### src/hw/rtl/gbp_pkg.sv
// Shared types and constants for the GAs branch predictor.
// Holds operation codes, fixed field widths and the controller/datapath interface structs.
// No dependencies.
`timescale 1ns / 1ps
`default_nettype none

package gbp_pkg;

    // Fixed field widths
    localparam int OP_W     = 3;
    localparam int THREAD_W = 2;
    localparam int PC_W     = 64;
    localparam int SHIFT_W  = 3;

    // Operation codes
    localparam logic [OP_W-1:0] OP_LOOKUP   = 3'd0;
    localparam logic [OP_W-1:0] OP_UNCOND   = 3'd1;
    localparam logic [OP_W-1:0] OP_BTB_MISS = 3'd2;
    localparam logic [OP_W-1:0] OP_UPDATE   = 3'd3;
    localparam logic [OP_W-1:0] OP_SQUASH   = 3'd4;

    // Address shift after reset
    localparam logic [SHIFT_W-1:0] INST_SHIFT_RESET = 3'd2;

    // Controller to datapath commands
    typedef struct packed {
        logic clear_step;
        logic capture;
        logic read;
        logic execute;
    } gbp_cmd_t;

    // Datapath to controller status
    typedef struct packed {
        logic clear_last;
        logic out_free;
    } gbp_sts_t;

endpackage

`default_nettype wire

### src/hw/rtl/gbp_ctrl.sv
// Sequencing state machine for the GAs branch predictor.
// Drives capture, table read, execute and the post-reset table clear.
// Depends on gbp_pkg.
`timescale 1ns / 1ps
`default_nettype none

module gbp_ctrl
    import gbp_pkg::*;
(
    input  wire       clk,
    input  wire       rst_n,
    input  wire       in_valid,
    output logic      in_ready,
    input  gbp_sts_t  sts,
    output gbp_cmd_t  cmd
);

    localparam logic [1:0] ST_CLEAR = 2'd0;
    localparam logic [1:0] ST_IDLE  = 2'd1;
    localparam logic [1:0] ST_READ  = 2'd2;
    localparam logic [1:0] ST_EXEC  = 2'd3;

    logic [1:0] state_reg;
    logic [1:0] state_next;

    // Next state and commands
    always_comb
    begin
        state_next = state_reg;
        cmd        = '0;
        in_ready   = 1'b0;
        unique case (state_reg)
            ST_CLEAR:
            begin
                cmd.clear_step = 1'b1;
                if (sts.clear_last)
                begin
                    state_next = ST_IDLE;
                end
            end
            ST_IDLE:
            begin
                in_ready = 1'b1;
                if (in_valid)
                begin
                    cmd.capture = 1'b1;
                    state_next  = ST_READ;
                end
            end
            ST_READ:
            begin
                cmd.read   = 1'b1;
                state_next = ST_EXEC;
            end
            ST_EXEC:
            begin
                // Hold until the output register can take the result
                if (sts.out_free)
                begin
                    cmd.execute = 1'b1;
                    state_next  = ST_IDLE;
                end
            end
            default:
            begin
                state_next = ST_IDLE;
            end
        endcase
    end

    always_ff @(posedge clk or negedge rst_n)
    begin
        if (!rst_n)
        begin
            state_reg <= ST_CLEAR;
        end
        else
        begin
            state_reg <= state_next;
        end
    end

endmodule

`default_nettype wire

### config.mk
export PLATFORM = sky130hd
export DESIGN_NAME = gbp_ctrl
export DESIGN_NICKNAME = d
export VERILOG_FILES = /design/src/hw/rtl/gbp_pkg.sv /design/src/hw/rtl/gbp_ctrl.sv
export SDC_FILE = /design/constraint.sdc
export NUM_CORES = 1
export LEC_CHECK = 0
export CELL_PAD_IN_SITES_DETAIL_PLACEMENT = 0
export CELL_PAD_IN_SITES_GLOBAL_PLACEMENT = 1
export CORE_AREA = 8 8 45 47
export CTS_BUF_LIST = sky130_fd_sc_hd__clkbuf_4
export DETAILED_ROUTE_END_ITERATION = 8
export DIE_AREA = 0 0 53 55
export DONT_BUFFER_PORTS = 1
export PLACE_DENSITY = 0.32
export SLEW_MARGIN = 20
export SYNTH_ARGS = -nofsm -noshare
export SYNTH_HDL_FRONTEND = slang
export SYNTH_SLANG_ARGS = --single-unit
### constraint.sdc
create_clock -name clk -period 1.5 [get_ports clk]
set_input_delay 0.075 -clock clk [delete_from_list [all_inputs] [get_ports clk]]
set_output_delay 0.075 -clock clk [all_outputs]
set_load 0.01 [all_outputs]
==> impl_metrics.toml, run 1 <==
[drt]
vias = 158
viasPerCell = 3.43
routed_wirelength_um = 456
detail_route.iter0.violations = 5
wl_per_cell_um = 9.91
antenna_left = 0
drt_pass1_iterations = 5
route.detailed.drc = 0

[timing]
fin_skew_ns = 0.00217
post-route-period-util_pct = 99.8
max_slew_margin_pct = 82.7
finalSetupViolations = 0
tightest_slew_ns = 0.260
finalHoldViolations = 0
holdWs_ns = 0.0821
min_period_ns = 1.50
rsz0062_at_grt = "true"
fmax_mhz = 668
slew_violations = 0

[cts]
cts_sinks = 2
numCtsBuffers = 3
cts_buffer_depth = 2
clkLatencyLatePin_ns = 0.22
clkTransAtPathRegs_ns = 0.03
cts_tree = "yes"
cts-root-buf = "clkbuf_4"
h-tree-depth = 1

[pwr]
p_sw_uw = 260
powerDensity_nw_per_um2 = 2200
swShare_pct = 36.0
p_leak_uw = 0.000167
vdd_ir_drop_max_uv = 881
p_seq_share_pct = 16.9
power.internal_uw = 462
clkPwrFrac_pct = 16.6
combPwrFrac_pct = 66.5

[synthesis]
avgSynthCellArea_um2 = 10.5
synthTopCellsByArea = "ha_1, dfrtp_1, inv_1"
syn_inst = 17
synth_top_area_cell = "ha_1"
ys_types = 9
ys_seq_elements = 2
synth_top_cell_area_share_pct = 35.2
netlist_area_um2 = 178
ys_seq_area_share_pct = 28.2
yosysWarnings = 0
syn_nets = 27

[worst_setup_path]
r2r_end = "state_reg[1]"
arrival_ns = 1.60
r2r_cells = 4
criticalPathCategory = "reg2reg"
cp_cell_sequence = "ha_4, a222oi_1, buf_4, mux2_4"
r2r_slack_ns = 0.003
r2r-start = "state_reg[0]"
path_delay_family = "flip-flops"
cp_slowest_cell = "dfrtp_2"
end_kind = "flop"
crit_start = "state_reg[0]"
cp_slowest_stage_delay_ns = 0.44
crit_buf_inv = 1
path_max_fanout = 4
cp.required_ns = 1.60
cp-start-kind = "flop"

[placement]
postPlaceCellArea_um2 = 268
port_buffers = 0
numPlacedInstances = 39
gp_congestion = 0.608
place_hpwl_um = 352

[die]
num_rows = 14
fp.dieW_um = 53
dieArea_um2 = 2920
initial_utilization_pct = 12.8
ioPinCount = 10
coreArea_um2 = 1380
die_h_um = 55

[final_layout]
area_growth_pct = 84.5
fin_area_um2 = 328
final_layout_size_suffix_gt1_share_pct = 66.7
largest_reg_flops = 2
instances_no_fill = 46
antennaDiodeCount = 0
nets = 42

[min_path]
hp-class = "in2async"

[grt]
antenna_found_initial = 0
grt.total_usage_pct = 3.50
grt_pass1_wl_um = 683
grt_overflow_total = 0
grt_max_degree = 5
grt_pass1_vias = 182

[run]
maxCapViolCount = 0

[outcome]
outcome = "complete, no violations"
==> how the worst max path moves through the flow <==
stage | end | slack, ns | depth (start not counted)
final | state_reg[1] | 0.003 | 4
after global routing | state_reg[1] | -0.04 | 5
after CTS | state_reg[1] | -0.007 | 5
after detailed placement | state_reg[1] | -0.09 | 4
after global placement | state_reg[1] | -0.09 | 4
after floorplan | state_reg[1] | -0.03 | 4
==> power groups by stage <==
stage / sequential, uW / combinational [uW] / clock (uW)
after floorplan: 117 / 233 / 0
after global placement: 122 / 389 / 0
after detailed placement: 122 / 386 / 0
after CTS: 124 / 462 / 129
after global routing: 127 / 522 / 135
final: 122 / 480 / 120
==> cells by family after synthesis <==
logic type | after synthesis | synth area share [%]
AOI/OAI and AO/OA | 1 | 5.63
adders and majority gates | 5 | 35.2
buffers and inverters | 5 | 11.3
DFF | 2 | 28.2
muxes | 2 | 12.0
and+or+nand+nor | 2 | 7.75
==> layout make-up <==
| class | count | area (um2) |
|---|---|---|
| clock buffer | 3 | 22.5 |
| multi-input combinational | 10 | 136 |
| inverter | 5 | 20.0 |
| timing repair buffer | 10 | 77.6 |
| fill | 145 | 1060 |
| sequential | 2 | 51.3 |
| tap | 16 | 20.0 |
==> placed cells by master, fill, tap and decap left out, drive strengths merged <==
cell type	synthesis	routed
clkbuf	0	3
a222oi	1	1
dlygate4sd3	0	1
mux2	1	1
clkinvlp	1	1
ha	5	5
mux2i	1	1
and2	2	2
inv	4	4
dfrtp	2	2
buf	0	9
==> stage by stage <==
| step | power, uW | util (%) | setup WS (ns) | setup TNS (ns) |
|---|---|---|---|---|
| 2_1_floorplan | 349 | - | -0.0283 | -0.0283 |
| 3_3_place_gp | 510 | 19.3 | -0.0864 | -0.122 |
| 3_5_place_dp | 507 | 19.3 | -0.0924 | -0.152 |
| 4_1_cts | 715 | 23.1 | -0.00659 | -0.00659 |
| 5_1_grt | 784 | 23.7 | -0.0429 | -0.0553 |
| 6_report | 722 | 23.7 | 0.00338 | 0 |
==> what timing repair did <==
action / in CTS / in global routing
gates cloned: 0 / 0
hold endpoints to repair: 2 / 0
pin swaps: 1 / 1
resized for setup: 2 / 0
hold buffers: 1 / 0
setup endpoints to repair: 2 / 2
setup buffers: 2 / 1
==> routing by layer <==
layer / vias up / part of all wire (%) / GRT usage, %
met5: - / 0 / 0
met4: 0 / 0 / 5.17
met3: 0 / 15 / 0.802
met2: 9 / 42 / 4.88
met1: 68 / 42 / 3.65
li1: 81 / - / -
==> worst register-to-register path, cell delays in order (launching register included) <==
cell      delay [ns]
dfrtp_2         0.44
ha_4            0.17
a222oi_1        0.29
buf_4           0.18
mux2_4          0.29
==> cells in the mapped netlist <==
cell type / instances
and2_1: 1
ha_1: 5
a222oi_1: 1
and2_2: 1
dfrtp_1: 2
mux2i_1: 1
mux2_1: 1
inv_1: 4
clkinvlp_2: 1
No activity file was read; power rests on OpenSTA's default activity.
==> run 2, diff against run 1 <==
Settings changed: CELL_PAD_IN_SITES_DETAIL_PLACEMENT 0 to 1, RECOVER_POWER set to 25.
==> run 2 against run 1 <==
Effect of this change: the flow now finishes with violations (negative setup slack); via count up 4.4%; die area unchanged; final area unchanged; sequential power about the same; count of clock-buffer cells in the layout unchanged; largest cell class unchanged.
==> impl_metrics.toml, run 2 (synthesis gave the netlist of run 1 again) <==
[drt]
wl_per_cell_um = 12.0
antenna_left = 0
viasPerCell = 3.59
routed_wirelength_um = 553
detail_route.iter0.violations = 1
drt_pass1_iterations = 4
vias = 165
route.detailed.drc = 0

[grt]
grt_busiest_layer = "met2"
grt_use_met2_pct = 6.25
grt_pass1_vias = 206
grt_max_degree = 5
grt_overflow_total = 0
grt_pass1_wl_um = 855
grt.total_usage_pct = 4.16
met3_usage_pct = 2.14
grt.met1_usage_pct = 3.65
antenna_found_initial = 0

[placement]
place_hpwl_um = 440
gp_congestion = 0.608
port_buffers = 0
numPlacedInstances = 39

[worst_setup_path]
end_kind = "flop"
cp-start-kind = "flop"
criticalPathCategory = "reg2reg"
arrival_ns = 1.62
path_max_fanout = 3
cp.required_ns = 1.60
cp_slowest_stage_delay_ns = 0.38
cp_cell_sequence = "inv_2, ha_4, a222oi_1, buf_4, mux2_4"
cp_slowest_cell = "dfrtp_1"

[final_layout]
nets = 42
antennaDiodeCount = 0
post-route-util_pct = 23.7
final_cell_mix = "buf_4, ha_1, clkbuf_4"
largest_reg_flops = 2
final_layout_size_suffix_gt1_share_pct = 66.7
layout_commonest_cell = "buf_4"
area_growth_pct = 84.5
instances_no_fill = 46

[timing]
max_slew_margin_pct = 82.7
min_period_ns = 1.51
rsz0062_at_grt = "true"
fmax_mhz = 661
finalSetupViolations = 1
worst_slack_ns = -0.0138
fin_skew_ns = 0.0000193
finalHoldViolations = 0
holdWs_ns = 0.0864
slew_violations = 0
setup_tns_ns = -0.0138
tightest_slew_ns = 0.259
post-route-period-util_pct = 101

[cts]
h-tree-depth = 1
cts-root-buf = "clkbuf_4"
cts_tree = "yes"
clkTransAtPathRegs_ns = 0.03
clkLatencyLatePin_ns = 0.22
cts_buffer_depth = 2
numCtsBuffers = 3
cts_sinks = 2

[die]
num_rows = 14
die_h_um = 55
ioPinCount = 10
coreArea_um2 = 1380
fp.dieW_um = 53
initial_utilization_pct = 12.8
dieArea_um2 = 2920

[min_path]
hp-class = "in2async"

[outcome]
outcome = "finished, violations left"
violations = "negative setup slack"

[pwr]
powerDensity_nw_per_um2 = 2220
p_leak_uw = 0.000167
vdd_ir_drop_max_uv = 767

[run]
maxCapViolCount = 0
==> run 2: cell counts in the layout (fill, tap and decap cells not counted) <==
Identical to the previous run, type by type.
==> run 2: final cells by class <==
class / count / area [um2]
multi-input combinational: 10 / 136
fill: 158 / 1060
sequential: 2 / 51.3
inverter: 5 / 20.0
tap: 16 / 20.0
clock buffer: 3 / 22.5
timing repair buffer: 10 / 77.6
==> run 2: power breakdown <==
part / switching, uW / total (uW) / leakage [uW] / internal (uW)
logic: 195 / 485 / 0.000131 / 290
registers: 38.8 / 125 / 0.0000216 / 86.2
clock network: 30.5 / 119 / 0.0000138 / 88.3
==> run 2: timing repair <==
item | CTS | global route
endpoints found under the hold margin | 2 | 0
pin swaps | 1 | 1
hold buffers | 1 | 0
setup buffers | 2 | 1
setup endpoints to repair | 2 | 2
gates resized for setup | 2 | 0
==> run 2: final timing paths <==
check	start	end	slack, ns	cells past startpoint
worst max register to register	state_reg[1]	state_reg[1]	-0.01	5
min in group clk	in_valid	cmd[2]	0.30	1
worst min register to register	state_reg[0]	state_reg[0]	0.68	2
worst max-delay path	state_reg[1]	state_reg[1]	-0.01	5
max in group asynchronous	rst_n	state_reg[0]	1.28	1
worst min-delay path	rst_n	state_reg[1]	0.09	1
==> run 2: layer usage <==
metal  vias up  routed length (um)
met5         -                   0
met4         0                   0
met1        75                 192
met3         0                 102
li1         81                   -
met2         9                 257
==> run 2: worst max-delay path: cells and delay by family (launching register included) <==
kind	cells	cell delay, ns
AOI/OAI and AO/OA	1	0.29
adders and majority gates	1	0.16
muxes	1	0.29
DFF	1	0.38
buffers and inverters	2	0.27
==> run 2: metrics by stage <==
stage / setup WS [ns] / power [uW] / cell area, um2
after floorplan: -0.0283 / 349 / 203
after global placement: -0.0864 / 510 / 268
after detailed placement: -0.143 / 521 / 268
after CTS: -0.0251 / 732 / 320
after global routing: -0.102 / 802 / 328
final: -0.0138 / 729 / 328
==> run 3, diff against run 2 <==
Settings changed: PLACE_DENSITY 0.32 to 0.31.
Clock period 1.5 ns to 1.7 ns, I/O delays scaled along.
==> run 3 against run 2 <==
Effect of this change: the flow now finishes without violations; fmax shrank 5.7%; combinational power is 37% lower; via count fell by 5.5%.
==> impl_metrics.toml, run 3 (synthesis gave the netlist of run 1 again) <==
[min_path]
hp-class = "in2async"

[final_layout]
fin_area_um2 = 275
nets = 39
area_growth_pct = 54.9
fill_cells = 165
largest_reg_flops = 2
antennaDiodeCount = 0
final_cell_mix = "buf_4, ha_1, inv_1"
layout_commonest_cell = "buf_4"
post-route-util_pct = 19.9
final_layout_size_suffix_gt1_share_pct = 40.7

[cts]
numCtsBuffers = 3
cts_sinks = 2
h-tree-depth = 1
cts-root-buf = "clkbuf_4"
clkTransAtPathRegs_ns = 0.03
ctsResizeCount = 0
cts_tree = "yes"
clkLatencyLatePin_ns = 0.22
cts_buffer_depth = 2

[placement]
gp_congestion = 0.608
port_buffers = 0
postPlaceCellArea_um2 = 228
place_hpwl_um = 348

[worst_setup_path]
r2r_cells = 5
r2r_slack_ns = 0.09
cp.required_ns = 1.80
criticalPathCategory = "reg2reg"
arrival_ns = 1.70
end_kind = "flop"
r2r_end = "state_reg[1]"
cp-start-kind = "flop"
path_max_fanout = 4
r2r-start = "state_reg[0]"

[pwr]
vdd_ir_drop_max_uv = 545
p_leak_uw = 0.000151
powerDensity_nw_per_um2 = 1830
total_power_uw = 504

[die]
dieArea_um2 = 2920
initial_utilization_pct = 12.8
coreArea_um2 = 1380
die_h_um = 55
ioPinCount = 10
num_rows = 14
fp.dieW_um = 53

[timing]
tightest_slew_ns = 0.282
rsz0062_at_grt = "false"
finalHoldViolations = 0
min_period_ns = 1.61
fin_skew_ns = 0.00304
setup_tns_ns = 0
fmax_mhz = 623
finalSetupViolations = 0
slew_violations = 0
post-route-period-util_pct = 94.4
max_slew_margin_pct = 81.2

[drt]
antenna_left = 0
drt_pass1_iterations = 4
vias = 156
detail_route.iter0.violations = 6
routed_wirelength_um = 428
viasPerCell = 3.63
route.detailed.drc = 0
wl_per_cell_um = 9.95

[outcome]
outcome = "complete, no violations"

[run]
maxCapViolCount = 0

[grt]
grt_pass1_vias = 172
grt_max_degree = 5
grt_pass1_wl_um = 634
grt.total_usage_pct = 3.06
grt_overflow_total = 0
antenna_found_initial = 0
==> run 3: cell types whose count changed in the layout (fill, tap and decap cells not counted) <==
cell,previous run,this run
mux2_1,0,1
inv_2,2,0
buf_4,9,6
inv_1,2,4
ha_4,2,0
mux2_4,1,0
dfrtp_1,1,2
dfrtp_2,1,0
ha_1,3,5
==> run 3: timing repair <==
action	in CTS	in global routing
endpoints found under the hold margin	2	0
buffers inserted	0	2
hold buffers	1	0
setup endpoints to repair	0	1
==> run 3: worst max-delay path: stages, from the launching register on <==
cell and delay (ns):
dfrtp_1 0.38, inv_1 0.08, ha_1 0.22, a222oi_1 0.32, buf_4 0.17, mux2_1 0.31
==> run 3: worst max path at each step <==
stage | from | slack [ns] | depth (start not counted) | end
floorplan | state_reg[0] | 0.11 | 4 | state_reg[1]
global route | state_reg[0] | 0.001 | 5 | state_reg[1]
CTS | state_reg[1] | 0.07 | 5 | state_reg[1]
global placement | state_reg[0] | 0.09 | 5 | state_reg[1]
finish | state_reg[0] | 0.09 | 5 | state_reg[1]
detailed placement | state_reg[1] | 0.08 | 5 | state_reg[1]
==> run 3: cell type report <==
| cell class | instances | area (um2) | share of cell area, % |
|---|---|---|---|
| Tap cell | 16 | 20.0 | 7.27 |
| Inverter | 5 | 20.0 | 7.27 |
| Clock buffer | 3 | 22.5 | 8.18 |
| Timing Repair Buffer | 7 | 55.1 | 20.0 |
| Multi-Input combinational cell | 10 | 108 | 39.1 |
| Sequential cell | 2 | 50.0 | 18.2 |
==> run 3: power breakdown <==
part / switching (uW) / total, uW / internal, uW
combinational: 138 / 307 / 169
sequential: 20.9 / 94.7 / 73.8
clock: 25.1 / 103 / 77.7
total: 184 / 504 / 321
==> run 3: stage by stage <==
step / hold WS [ns] / cells / setup WS [ns]
finish: 0.0958 / 43 / 0.0947
global route: 0.0959 / 43 / 0.00148
CTS: 0.0855 / 41 / 0.0667
detailed placement: -0.211 / 37 / 0.0818
global placement: -0.211 / 37 / 0.0914
floorplan: -0.211 / 17 / 0.113
==> run 3: metal layers <==
layer | track usage, % | part of all wire, % | up-vias
li1 | - | - | 73
met1 | 2.59 | 37 | 74
met2 | 4.69 | 45 | 9
met3 | 2.41 | 18 | 0
met4 | 2.59 | 0 | 0
met5 | 0 | 0 | -
